--- src/design/miv_pkg.sv ---
`default_nettype none
package miv_pkg;

  localparam int NUM_WIDTH = 32;
  localparam int CNT_W     = $clog2(NUM_WIDTH);

  typedef logic [NUM_WIDTH-1:0] num_t;
  typedef logic [CNT_W-1:0]     cnt_t;

  typedef enum logic [2:0] {
    ST_IDLE,
    ST_TEST,
    ST_DIV,
    ST_TAIL,
    ST_UPDATE,
    ST_DONE
  } state_e;

  typedef enum logic [1:0] {
    RES_COEF,
    RES_ONE,
    RES_BAD
  } res_kind_e;

  typedef struct packed {
    logic      load;
    logic      div_clear;
    logic      div_step;
    logic      acc_tail;
    logic      update;
    logic      capture;
    res_kind_e kind;
  } cmd_t;

  typedef struct packed {
    logic m_one;
    logic m_zero;
    logic a_zero;
    logic a_gt1;
    logic b_zero;
  } stat_t;

endpackage
`default_nettype wire

--- src/design/miv_datapath.sv ---
`default_nettype none
module miv_datapath (
  input  wire            clk_i,
  input  wire            rst_ni,
  input  wire            modulus_we_i,
  input  miv_pkg::num_t  modulus_i,
  input  miv_pkg::num_t  value_i,
  input  miv_pkg::cmd_t  cmd_i,
  output miv_pkg::stat_t stat_o,
  output miv_pkg::num_t  inverse_o,
  output logic           not_invertible_o
);
  import miv_pkg::*;

  num_t modulus_q;
  num_t a_q, b_q, rem_q, dvd_q, acc_q, magc_q, magp_q;
  logic qbit_q, neg_q;
  num_t inverse_q;
  logic bad_q;

  logic [NUM_WIDTH:0] shifted;
  logic [NUM_WIDTH:0] diff;
  logic               fits;
  num_t               acc_next;
  num_t               coef;

  // One restoring division step; the registered quotient bit feeds the serial multiply in the next step.
  assign shifted  = {rem_q, dvd_q[NUM_WIDTH-1]};
  assign diff     = shifted - {1'b0, b_q};
  assign fits     = ~diff[NUM_WIDTH];
  assign acc_next = {acc_q[NUM_WIDTH-2:0], 1'b0} + (qbit_q ? magp_q : '0);
  assign coef     = (neg_q && (magc_q != '0)) ? (modulus_q - magc_q) : magc_q;

  assign stat_o.m_one  = (modulus_q == num_t'(1));
  assign stat_o.m_zero = (modulus_q == '0);
  assign stat_o.a_zero = (a_q == '0);
  assign stat_o.a_gt1  = (a_q[NUM_WIDTH-1:1] != '0);
  assign stat_o.b_zero = (b_q == '0);

  always_ff @(posedge clk_i or negedge rst_ni) begin
    if (!rst_ni) begin
      modulus_q <= num_t'(1);
    end else if (modulus_we_i) begin
      modulus_q <= modulus_i;
    end
  end

  always_ff @(posedge clk_i) begin
    if (cmd_i.load) begin
      a_q    <= value_i;
      b_q    <= modulus_q;
      magc_q <= num_t'(1);
      magp_q <= '0;
      neg_q  <= 1'b0;
    end
    if (cmd_i.div_clear) begin
      rem_q  <= '0;
      dvd_q  <= a_q;
      acc_q  <= '0;
      qbit_q <= 1'b0;
    end
    if (cmd_i.div_step) begin
      rem_q  <= fits ? diff[NUM_WIDTH-1:0] : shifted[NUM_WIDTH-1:0];
      dvd_q  <= {dvd_q[NUM_WIDTH-2:0], 1'b0};
      qbit_q <= fits;
      acc_q  <= acc_next;
    end
    if (cmd_i.acc_tail) begin
      acc_q <= acc_next;
    end
    if (cmd_i.update) begin
      a_q    <= b_q;
      b_q    <= rem_q;
      magc_q <= magp_q;
      magp_q <= acc_q + magc_q;
      neg_q  <= ~neg_q;
    end
    if (cmd_i.capture) begin
      case (cmd_i.kind)
        RES_ONE: begin
          inverse_q <= num_t'(1);
          bad_q     <= 1'b0;
        end
        RES_BAD: begin
          inverse_q <= '0;
          bad_q     <= 1'b1;
        end
        default: begin
          inverse_q <= coef;
          bad_q     <= 1'b0;
        end
      endcase
    end
  end

  assign inverse_o        = inverse_q;
  assign not_invertible_o = bad_q;

endmodule
`default_nettype wire

--- src/design/miv_ctrl.sv ---
`default_nettype none
module miv_ctrl (
  input  wire            clk_i,
  input  wire            rst_ni,
  input  wire            in_valid_i,
  output logic           in_stall_o,
  output logic           out_valid_o,
  input  wire            out_stall_i,
  input  miv_pkg::stat_t stat_i,
  output miv_pkg::cmd_t  cmd_o
);
  import miv_pkg::*;

  state_e    state_q, state_d;
  cnt_t      cnt_q, cnt_d;
  res_kind_e kind_q, kind_d;
  logic      out_valid_q, out_valid_d;
  logic      out_free;

  assign out_free = ~out_valid_q | ~out_stall_i;

  always_ff @(posedge clk_i or negedge rst_ni) begin
    if (!rst_ni) begin
      state_q     <= ST_IDLE;
      cnt_q       <= '0;
      kind_q      <= RES_COEF;
      out_valid_q <= 1'b0;
    end else begin
      state_q     <= state_d;
      cnt_q       <= cnt_d;
      kind_q      <= kind_d;
      out_valid_q <= out_valid_d;
    end
  end

  always_comb begin
    state_d     = state_q;
    cnt_d       = cnt_q;
    kind_d      = kind_q;
    out_valid_d = out_valid_q & out_stall_i;
    cmd_o       = '0;
    cmd_o.kind  = kind_q;
    case (state_q)
      ST_IDLE: begin
        if (in_valid_i) begin
          cmd_o.load = 1'b1;
          state_d    = ST_TEST;
        end
      end
      ST_TEST: begin
        if (stat_i.m_one) begin
          kind_d  = RES_ONE;
          state_d = ST_DONE;
        end else if (stat_i.m_zero || stat_i.a_zero) begin
          kind_d  = RES_BAD;
          state_d = ST_DONE;
        end else if (!stat_i.a_gt1) begin
          kind_d  = RES_COEF;
          state_d = ST_DONE;
        end else if (stat_i.b_zero) begin
          kind_d  = RES_BAD;
          state_d = ST_DONE;
        end else begin
          cmd_o.div_clear = 1'b1;
          cnt_d           = '0;
          state_d         = ST_DIV;
        end
      end
      ST_DIV: begin
        cmd_o.div_step = 1'b1;
        cnt_d          = cnt_q + cnt_t'(1);
        if (cnt_q == cnt_t'(NUM_WIDTH - 1)) begin
          state_d = ST_TAIL;
        end
      end
      ST_TAIL: begin
        // fold in the last quotient bit
        cmd_o.acc_tail = 1'b1;
        state_d        = ST_UPDATE;
      end
      ST_UPDATE: begin
        cmd_o.update = 1'b1;
        state_d      = ST_TEST;
      end
      ST_DONE: begin
        if (out_free) begin
          cmd_o.capture = 1'b1;
          out_valid_d   = 1'b1;
          state_d       = ST_IDLE;
        end
      end
      default: begin
        state_d = ST_IDLE;
      end
    endcase
  end

  assign in_stall_o  = (state_q != ST_IDLE);
  assign out_valid_o = out_valid_q;

endmodule
`default_nettype wire

--- src/design/modular_inverse.sv ---
`default_nettype none
// Channel   Handshake                 Payload
// config    modulus_we_i              modulus_i
// input     in_valid_i / in_stall_o   value_i
// output    out_valid_o / out_stall_i inverse_o, not_invertible_o
//
// A result is valid after the input transfer once every Euclid step is through; each step
// runs the bit-serial restoring divider that also forms quotient times coefficient one bit
// a cycle. A modulus of 1 or a zero value needs no Euclid step. The next value is taken
// in the cycle after the capture.
// Reset leaves the modulus at 1 and the block idle with no result pending.
// A finished result waits in the output register; the next value is taken meanwhile,
// and the block only holds before its own capture while that register is still stalled.
module modular_inverse (
  input  wire                  clk_i,
  input  wire                  rst_ni,
  input  wire                  modulus_we_i,
  input  miv_pkg::num_t        modulus_i,
  input  wire                  in_valid_i,
  output logic                 in_stall_o,
  input  miv_pkg::num_t        value_i,
  output logic                 out_valid_o,
  input  wire                  out_stall_i,
  output miv_pkg::num_t        inverse_o,
  output logic                 not_invertible_o
);
  import miv_pkg::*;

  cmd_t  cmd;
  stat_t stat;

  miv_ctrl u_ctrl (
    .clk_i       (clk_i),
    .rst_ni      (rst_ni),
    .in_valid_i  (in_valid_i),
    .in_stall_o  (in_stall_o),
    .out_valid_o (out_valid_o),
    .out_stall_i (out_stall_i),
    .stat_i      (stat),
    .cmd_o       (cmd)
  );

  miv_datapath u_datapath (
    .clk_i            (clk_i),
    .rst_ni           (rst_ni),
    .modulus_we_i     (modulus_we_i),
    .modulus_i        (modulus_i),
    .value_i          (value_i),
    .cmd_i            (cmd),
    .stat_o           (stat),
    .inverse_o        (inverse_o),
    .not_invertible_o (not_invertible_o)
  );

endmodule
`default_nettype wire
--- config.mk ---
export PLATFORM = sky130hd
export DESIGN_NAME = modular_inverse
export DESIGN_NICKNAME = d
export VERILOG_FILES = /design/src/design/miv_pkg.sv /design/src/design/miv_datapath.sv /design/src/design/miv_ctrl.sv /design/src/design/modular_inverse.sv
export SDC_FILE = /design/constraint.sdc
export NUM_CORES = 1
export LEC_CHECK = 0
export ABC_AREA = 1
export BUFFER_PORTS_ARGS = -buffer_cell sky130_fd_sc_hd__clkbuf_2
export CORE_MARGIN = 2
export CORE_UTILIZATION = 35
export DETAILED_ROUTE_END_ITERATION = 10
export GPL_ROUTABILITY_DRIVEN = 0
export GPL_TIMING_DRIVEN = 0
export PLACE_DENSITY = 0.6
export SYNTH_ARGS = -nofsm -noshare
export SYNTH_HDL_FRONTEND = slang
export SYNTH_SLANG_ARGS = --single-unit
--- constraint.sdc ---
create_clock -name clk_i -period 11.6 [get_ports clk_i]
set_input_delay 1.74 -clock clk_i [delete_from_list [all_inputs] [get_ports clk_i]]
set_output_delay 1.74 -clock clk_i [all_outputs]
set_load 0.02 [all_outputs]
==> results of run 1 <==
registers in the layout, indices dropped and copies added, names as in the netlist, 2 cells and up:
| register | cells |
|---|---|
| u_datapath.rem_q | 32 |
| u_datapath.b_q | 32 |
| u_datapath.magc_q | 32 |
| u_datapath.modulus_q | 32 |
| u_datapath.magp_q | 32 |
| u_ctrl.kind_q | 2 |
| u_ctrl.cnt_q | 5 |
| u_datapath.dvd_q | 32 |
| u_datapath.acc_q | 32 |
| u_ctrl.state_q | 3 |
| u_datapath.inverse_o | 32 |
| u_datapath.a_q | 32 |
area by class of cell:
| type | count | area [um2] | share of cell area (%) |
|---|---|---|---|
| Buffer | 61 | 274 | 1.11 |
| Clock buffer | 43 | 958 | 3.89 |
| Clock inverter | 21 | 243 | 0.985 |
| Inverter | 555 | 2080 | 8.45 |
| Multi-Input combinational cell | 2109 | 10600 | 43.0 |
| Sequential cell | 302 | 8840 | 35.9 |
| Tap cell | 837 | 1050 | 4.25 |
| Timing Repair Buffer | 107 | 611 | 2.48 |
power by group through the flow:
stage | Sequential (mW) | Clock [mW] | Combinational (mW)
after global routing | 2.02 | 1.23 | 4.40
after detailed placement | 2.01 | 0 | 3.84
after floorplan | 1.93 | 0 | 2.82
after CTS | 1.99 | 1.20 | 3.86
after global placement | 2.08 | 0 | 3.79
final | 1.99 | 1.18 | 3.91
stage by stage:
| stage | worst slack, ns | utilization, % | total power, mW | std cells | hold slack, ns |
|---|---|---|---|---|---|
| after global placement | 1.01 | 37.9 | 5.86 | 3966 | 0.482 |
| after floorplan | 3.86 | - | 4.74 | 3027 | 0.475 |
| final | 7.78 | 40.0 | 7.08 | 4035 | 0.500 |
| after detailed placement | 7.80 | 38.1 | 5.84 | 3971 | 0.489 |
| after global routing | 7.60 | 40.0 | 7.65 | 4035 | 0.552 |
| after CTS | 7.78 | 40.0 | 7.05 | 4035 | 0.503 |
worst register-to-register path, cell delays in order (launching register included):
cell      delay [ns]
edfxtp_1        0.35
inv_1           0.20
nand2_1         0.09
nor3_1          0.53
nand3_1         0.25
nor2_1          0.17
nor2_1          0.09
nand3_1         0.24
clkbuf_1        0.64
nand2_4         0.71
path summary, 6_finish.rpt:
check	from	to	slack [ns]	depth (start not counted)
hold reg to reg	u_ctrl.out_valid_o	u_ctrl.out_valid_o	0.50	2
setup reg to reg	u_datapath.b_q[28]	u_datapath.rem_q[26]	7.78	9
min in group asynchronous	rst_ni	u_ctrl.cnt_q[3]	1.39	1
setup / recovery	u_datapath.b_q[28]	u_datapath.rem_q[26]	7.78	9
max in group asynchronous	rst_ni	u_datapath.modulus_q[26]	9.50	1
hold / removal	u_ctrl.out_valid_o	u_ctrl.out_valid_o	0.50	2
cell usage in the layout, fill, tap and decap left out, types with 4 or more instances in the layout:
cell	synthesis	layout
a21o_1	10	10
a21oi_1	179	179
and2_1	5	5
and3_1	5	5
buf_1	4	4
buf_12	1	6
buf_2	5	5
bufinv_16	0	4
clkbuf_1	47	52
clkbuf_16	0	37
clkbuf_2	0	102
clkinv_1	0	5
clkinv_2	0	5
dfrtp_1	42	42
edfxtp_1	258	258
fa_1	4	4
ha_1	128	128
inv_1	548	548
inv_2	7	7
nand2_1	884	882
nand2_2	14	15
nand2_4	7	8
nand3_1	166	166
nand4_1	40	40
nor2_1	328	326
nor2_2	10	10
nor2_4	7	9
nor3_1	28	28
nor4_1	6	6
o21a_1	12	12
o21ai_0	208	208
o21bai_1	12	12
xnor2_1	9	9
xor2_1	24	24
metal layers:
layer | vias to the layer above | global-route usage (%) | routed length [um]
li1 | 10000 | - | -
met3 | 100 | 3.21 | 5000
met4 | 0 | 6.41 | 2040
met5 | - | 0 | 0
met2 | 687 | 32.9 | 29900
met1 | 8970 | 31.0 | 32800
logic make-up (layout without fill, tap and decap cells):
kind of cell / count (synthesis) / after routing
AO/OA/AOI/OAI: 432 / 432
adder cells (fa/ha/maj): 132 / 132
AND/OR/NAND/NOR: 1512 / 1512
flip-flops: 302 / 302
XOR/XNOR: 33 / 33
buffers and inverters: 616 / 787
==> impl_metrics.json, run 1 <==
{
  "p_clk_share_pct": 16.7,
  "setup_tns_ns": 0,
  "areaGrowthSynthToFinish_pct": 13.2,
  "start_util_pct": 35.3,
  "diodes": 0,
  "port_buffers": 102,
  "cts.sinks": 302,
  "drt_wl_total_mm": 69.7,
  "synth-simple-area-share_pct": 29.0,
  "rsz0062_at_grt": "false",
  "swShare_pct": 49.0,
  "fill_cells": 6524,
  "post_cts_buffers": 0,
  "core_region_area_um2": 61600,
  "yosysSeqAreaShare_pct": 40.6,
  "holdBufCountCts": 0,
  "design_area_um2": 24700,
  "p_per_area_nw_per_um2": 287,
  "synthXorXnorAreaFrac_pct": 1.33,
  "drt_iter0_markers": 2051,
  "max_cap_viol_count": 0,
  "critPathTopFamily": "simple AND/OR/NAND/NOR gates",
  "drt-wirelength-per-cell_um": 17.3,
  "synth_top_family_by_area": "simple AND/OR/NAND/NOR gates",
  "drc": 0,
  "synth_cells": 3027,
  "path_clk_slew_ns": 0.05,
  "grt_antenna_before_repair": 0,
  "synth_top_area_share_pct": 35.6,
  "synth_edf_count": 258,
  "cts_resized": 0,
  "syn_area_um2": 21800,
  "grt_pass1_wl_mm": 104,
  "via_count": 19800,
  "peakVddDrop_uv": 114,
  "synth-adder-area-share_pct": 7.73,
  "combinationalPowerShare_pct": 55.2,
  "hold_viol_final": 0,
  "cts_buffers": 36,
  "grt_max_degree": 65,
  "required_ns": 11.68,
  "internal_power_mw": 3.61,
  "max-clock-path-buffers": 3,
  "grt-ovfl-total": 0,
  "path_class": "flop to flop",
  "syn_nets": 3228,
  "yosys.area.top_type": "edfxtp_1",
  "place_area_um2": 23500,
  "final_layout_size_suffix_gt1_share_pct": 7.29,
  "crit_fanout": 64,
  "p_leak_nw": 12.2,
  "synth_ff_type": "edfxtp_1",
  "synth_compound_area_share_pct": 10.5,
  "synthArstFlopShare_pct": 14.2,
  "slowest_stage": "nand2_4",
  "period_needed_ns": 3.82,
  "die-width_um": 253,
  "crit_path_max_incr_delay_ns": 0.71,
  "synth_area_leaders": "edfxtp_1, nand2_1, inv_1",
  "root_buffer": "clkbuf_16",
  "critPathLaunchType": "flop",
  "min_period_over_period_pct": 32.9,
  "slew_violations": 0,
  "hold_path_class": "flop to flop",
  "status": "completed",
  "crit_path_end_kind": "flop",
  "setup_viol": 0,
  "synth.most_common_cell": "nand2_1",
  "finClkSkew_ns": 0.0338,
  "ant_nets": 0,
  "synth-seq-cells": 302,
  "slew_headroom_pct": 24.1,
  "cts_tree": "built",
  "ys_top_cells_by_count": "nand2_1, inv_1, nor2_1",
  "ys_warn_count": 0,
  "worst_pin_slew_ns": 1.14,
  "clock_latency_ns": 0.58,
  "syn_avg_cell_area_um2": 7.19,
  "rows": 91,
  "grt_util_all_layers_pct": 21.4,
  "synth.mux.area_fraction_pct": 0,
  "dieArea_um2": 64200,
  "grt_pass1_vias": 17700,
  "crit_buf_inv": 2,
  "p_sw_mw": 3.47,
  "htreeDepth": 2,
  "max_freq_mhz": 262,
  "nets": 3373,
  "die_y_um": 253,
  "crit_chain": "inv_1 > nand2_1 > nor3_1 > nand3_1 > nor2_1 > nor2_1 > nand3_1 > clkbuf_1 > nand2_4",
  "viasPerCell": 4.90,
  "arrival_ns": 3.90,
  "synth_cell_types": 46,
  "dp_hpwl_mm": 56.0,
  "dr.pass1.iters": 6,
  "pwr-share-seq_pct": 28.1,
  "pin_count": 104
}
Note: power is estimated with default switching activity, not from simulation.
==> run 2, diff against run 1 <==
clock period = 3.7 ns   (was 11.6 ns; I/O delays follow)
==> run 2 against run 1 <==
Against the previous run:
- final cell count about the same
- sequential share of layout area increased by 0.11 points
- maximum frequency increased by 17%
- critical path depth increased by 5
- worst setup slack lost 7.3 ns
- clock power increased to 2.9 times the previous value
- worst hold slack lost 0.31 ns
- power increased to 3.1 times the previous value
==> impl_metrics.json, run 2 (synthesis gave the netlist of run 1 again) <==
{
  "crit_buf_inv": 2,
  "rsz0062_at_grt": "false",
  "grt_pass1_wl_mm": 104,
  "slowest_stage": "edfxtp_1",
  "final_cells": 4037,
  "via_count": 19700,
  "cpMostUsedCell": "nand2_1",
  "dr.pass1.iters": 6,
  "holdBufCountCts": 0,
  "die_y_um": 253,
  "drc": 0,
  "pin_count": 104,
  "nets": 3373,
  "crit_path_max_incr_delay_ns": 0.62,
  "combinationalPowerShare_pct": 55.9,
  "min_period_over_period_pct": 88.0,
  "worst_pin_slew_ns": 1.20,
  "pwr-share-seq_pct": 28.4,
  "die-width_um": 253,
  "htreeDepth": 2,
  "crit_chain": "clkbuf_1 > nand2_1 > inv_1 > ha_1 > fa_1 > nand3_1 > nand2_1 > nand3_1 > nand2_1 > nand3_1 > nand2_1 > nand2_1 > a21oi_1 > nor2_1",
  "drt_wl_total_mm": 69.5,
  "cts_buffers": 36,
  "required_ns": 4.01,
  "cts_tree": "built",
  "path_clk_slew_ns": 0.06,
  "design_area_um2": 24600,
  "crit_fanout": 10,
  "crit_path_end_kind": "flop",
  "rows": 91,
  "endpoint": "u_datapath.acc_q[31]",
  "diodes": 0,
  "hold_path_class": "input port to flop",
  "p_per_area_nw_per_um2": 891,
  "cts.sinks": 302,
  "clock_latency_ns": 0.58,
  "p_sw_mw": 10.9,
  "slew_violations": 0,
  "post_cts_buffers": 0,
  "cp-startpoint": "u_datapath.qbit_q",
  "drt-wirelength-per-cell_um": 17.2,
  "max_freq_mhz": 307,
  "critPathLaunchType": "flop",
  "max-clock-path-buffers": 3,
  "period_needed_ns": 3.26,
  "hold_slack_ns": 0.186,
  "finClkSkew_ns": 0.0265,
  "dp_cells": 3971,
  "grt_pass1_vias": 17800,
  "final_cell_mix": "nand2_1, inv_1, nor2_1, edfxtp_1, o21ai_0",
  "dp_slack_ns": -0.0284,
  "p_leak_nw": 12.2,
  "status": "completed",
  "mostFrequentLayoutCell": "nand2_1",
  "final_layout_size_suffix_gt1_share_pct": 7.34,
  "grt_max_degree": 65,
  "dp_hpwl_mm": 56.2,
  "worst_slack_ns": 0.444,
  "max_cap_viol_count": 0,
  "grt_util_all_layers_pct": 21.5,
  "cts_resized": 0,
  "path_class": "flop to flop",
  "grt-ovfl-total": 0,
  "slew_headroom_pct": 19.8,
  "hold_viol_final": 0,
  "drt_iter0_markers": 1987,
  "critPathTopFamily": "simple AND/OR/NAND/NOR gates",
  "swShare_pct": 49.5,
  "areaGrowthSynthToFinish_pct": 12.9,
  "core_region_area_um2": 61600,
  "arrival_ns": 3.57,
  "internal_power_mw": 11.1,
  "setup_viol": 0,
  "power.total_mw": 21.9,
  "place_area_um2": 23500,
  "dieArea_um2": 64200,
  "worstReg2RegEnd": "u_datapath.acc_q[31]",
  "root_buffer": "clkbuf_16",
  "start_util_pct": 35.3,
  "ant_nets": 0,
  "peakVddDrop_uv": 451,
  "r2r_setup_slack_ns": 0.44,
  "r2r_start": "u_datapath.qbit_q",
  "p_clk_share_pct": 15.7,
  "r2r_cells": 14,
  "cp.depth": 14,
  "viasPerCell": 4.88,
  "port_buffers": 102,
  "grt_antenna_before_repair": 0
}
-- run 2: cell count changes in the layout (fill, tap and decap cells not counted), sizes merged --
cell / delta
bufinv: -4
clkbuf: +4
clkinv: +2
-- run 2: stage by stage --
stage | utilization [%] | setup TNS [ns]
3_3_place_gp | 37.9 | -159.73
6_report | 39.9 | 0
5_1_grt | 39.9 | 0
3_5_place_dp | 38.1 | -1.12
4_1_cts | 39.9 | -0.801
2_1_floorplan | - | 0
-- run 2: worst register-to-register path, stage by stage (launching register included) --
cell and delay (ns):
edfxtp_1 0.62, clkbuf_1 0.51, nand2_1 0.09, inv_1 0.08, ha_1 0.26, fa_1 0.30
nand3_1 0.09, nand2_1 0.22, nand3_1 0.10, nand2_1 0.17, nand3_1 0.11, nand2_1 0.13
nand2_1 0.08, a21oi_1 0.15, nor2_1 0.07
-- run 2: worst min-delay path by stage --
stage / startpoint / endpoint / slack, ns / depth (start not counted)
2_1_floorplan: rst_ni / u_ctrl.cnt_q[0] / 0.26 / 0
3_3_place_gp: u_ctrl.out_valid_o / u_ctrl.out_valid_o / 0.48 / 2
3_5_place_dp: u_ctrl.out_valid_o / u_ctrl.out_valid_o / 0.49 / 2
4_1_cts: modulus_i[0] / u_datapath.modulus_q[0] / 0.16 / 3
5_1_grt: modulus_i[0] / u_datapath.modulus_q[0] / 0.19 / 3
6_report: modulus_i[0] / u_datapath.modulus_q[0] / 0.19 / 3
-- run 2: layout make-up --
type / instances / area, um2
well taps: 837 / 1050
inverters: 555 / 2080
plain buffers: 61 / 275
fillers: 6409 / 37000
flip-flops and latches: 302 / 8840
multi-input cells: 2109 / 10600
clock buffers: 47 / 972
clock inverters: 19 / 141
repair buffers: 107 / 611
-- run 2: routing by layer --
layer	routed length (um)	track usage, %	vias up
met3	5350	4.09	106
met4	2310	7.27	0
met2	29500	32.2	701
li1	-	-	10000
met5	0	0	-
met1	32300	30.8	8894
-- run 2: power groups by stage --
| stage | logic, mW | registers (mW) | clock network [mW] |
|---|---|---|---|
| after CTS | 12.1 | 6.24 | 3.50 |
| after detailed placement | 12.0 | 6.30 | 0 |
| after floorplan | 8.84 | 5.96 | 0 |
| after global placement | 11.8 | 6.37 | 0 |
| after global routing | 13.8 | 6.32 | 3.62 |
| final | 12.2 | 6.23 | 3.44 |
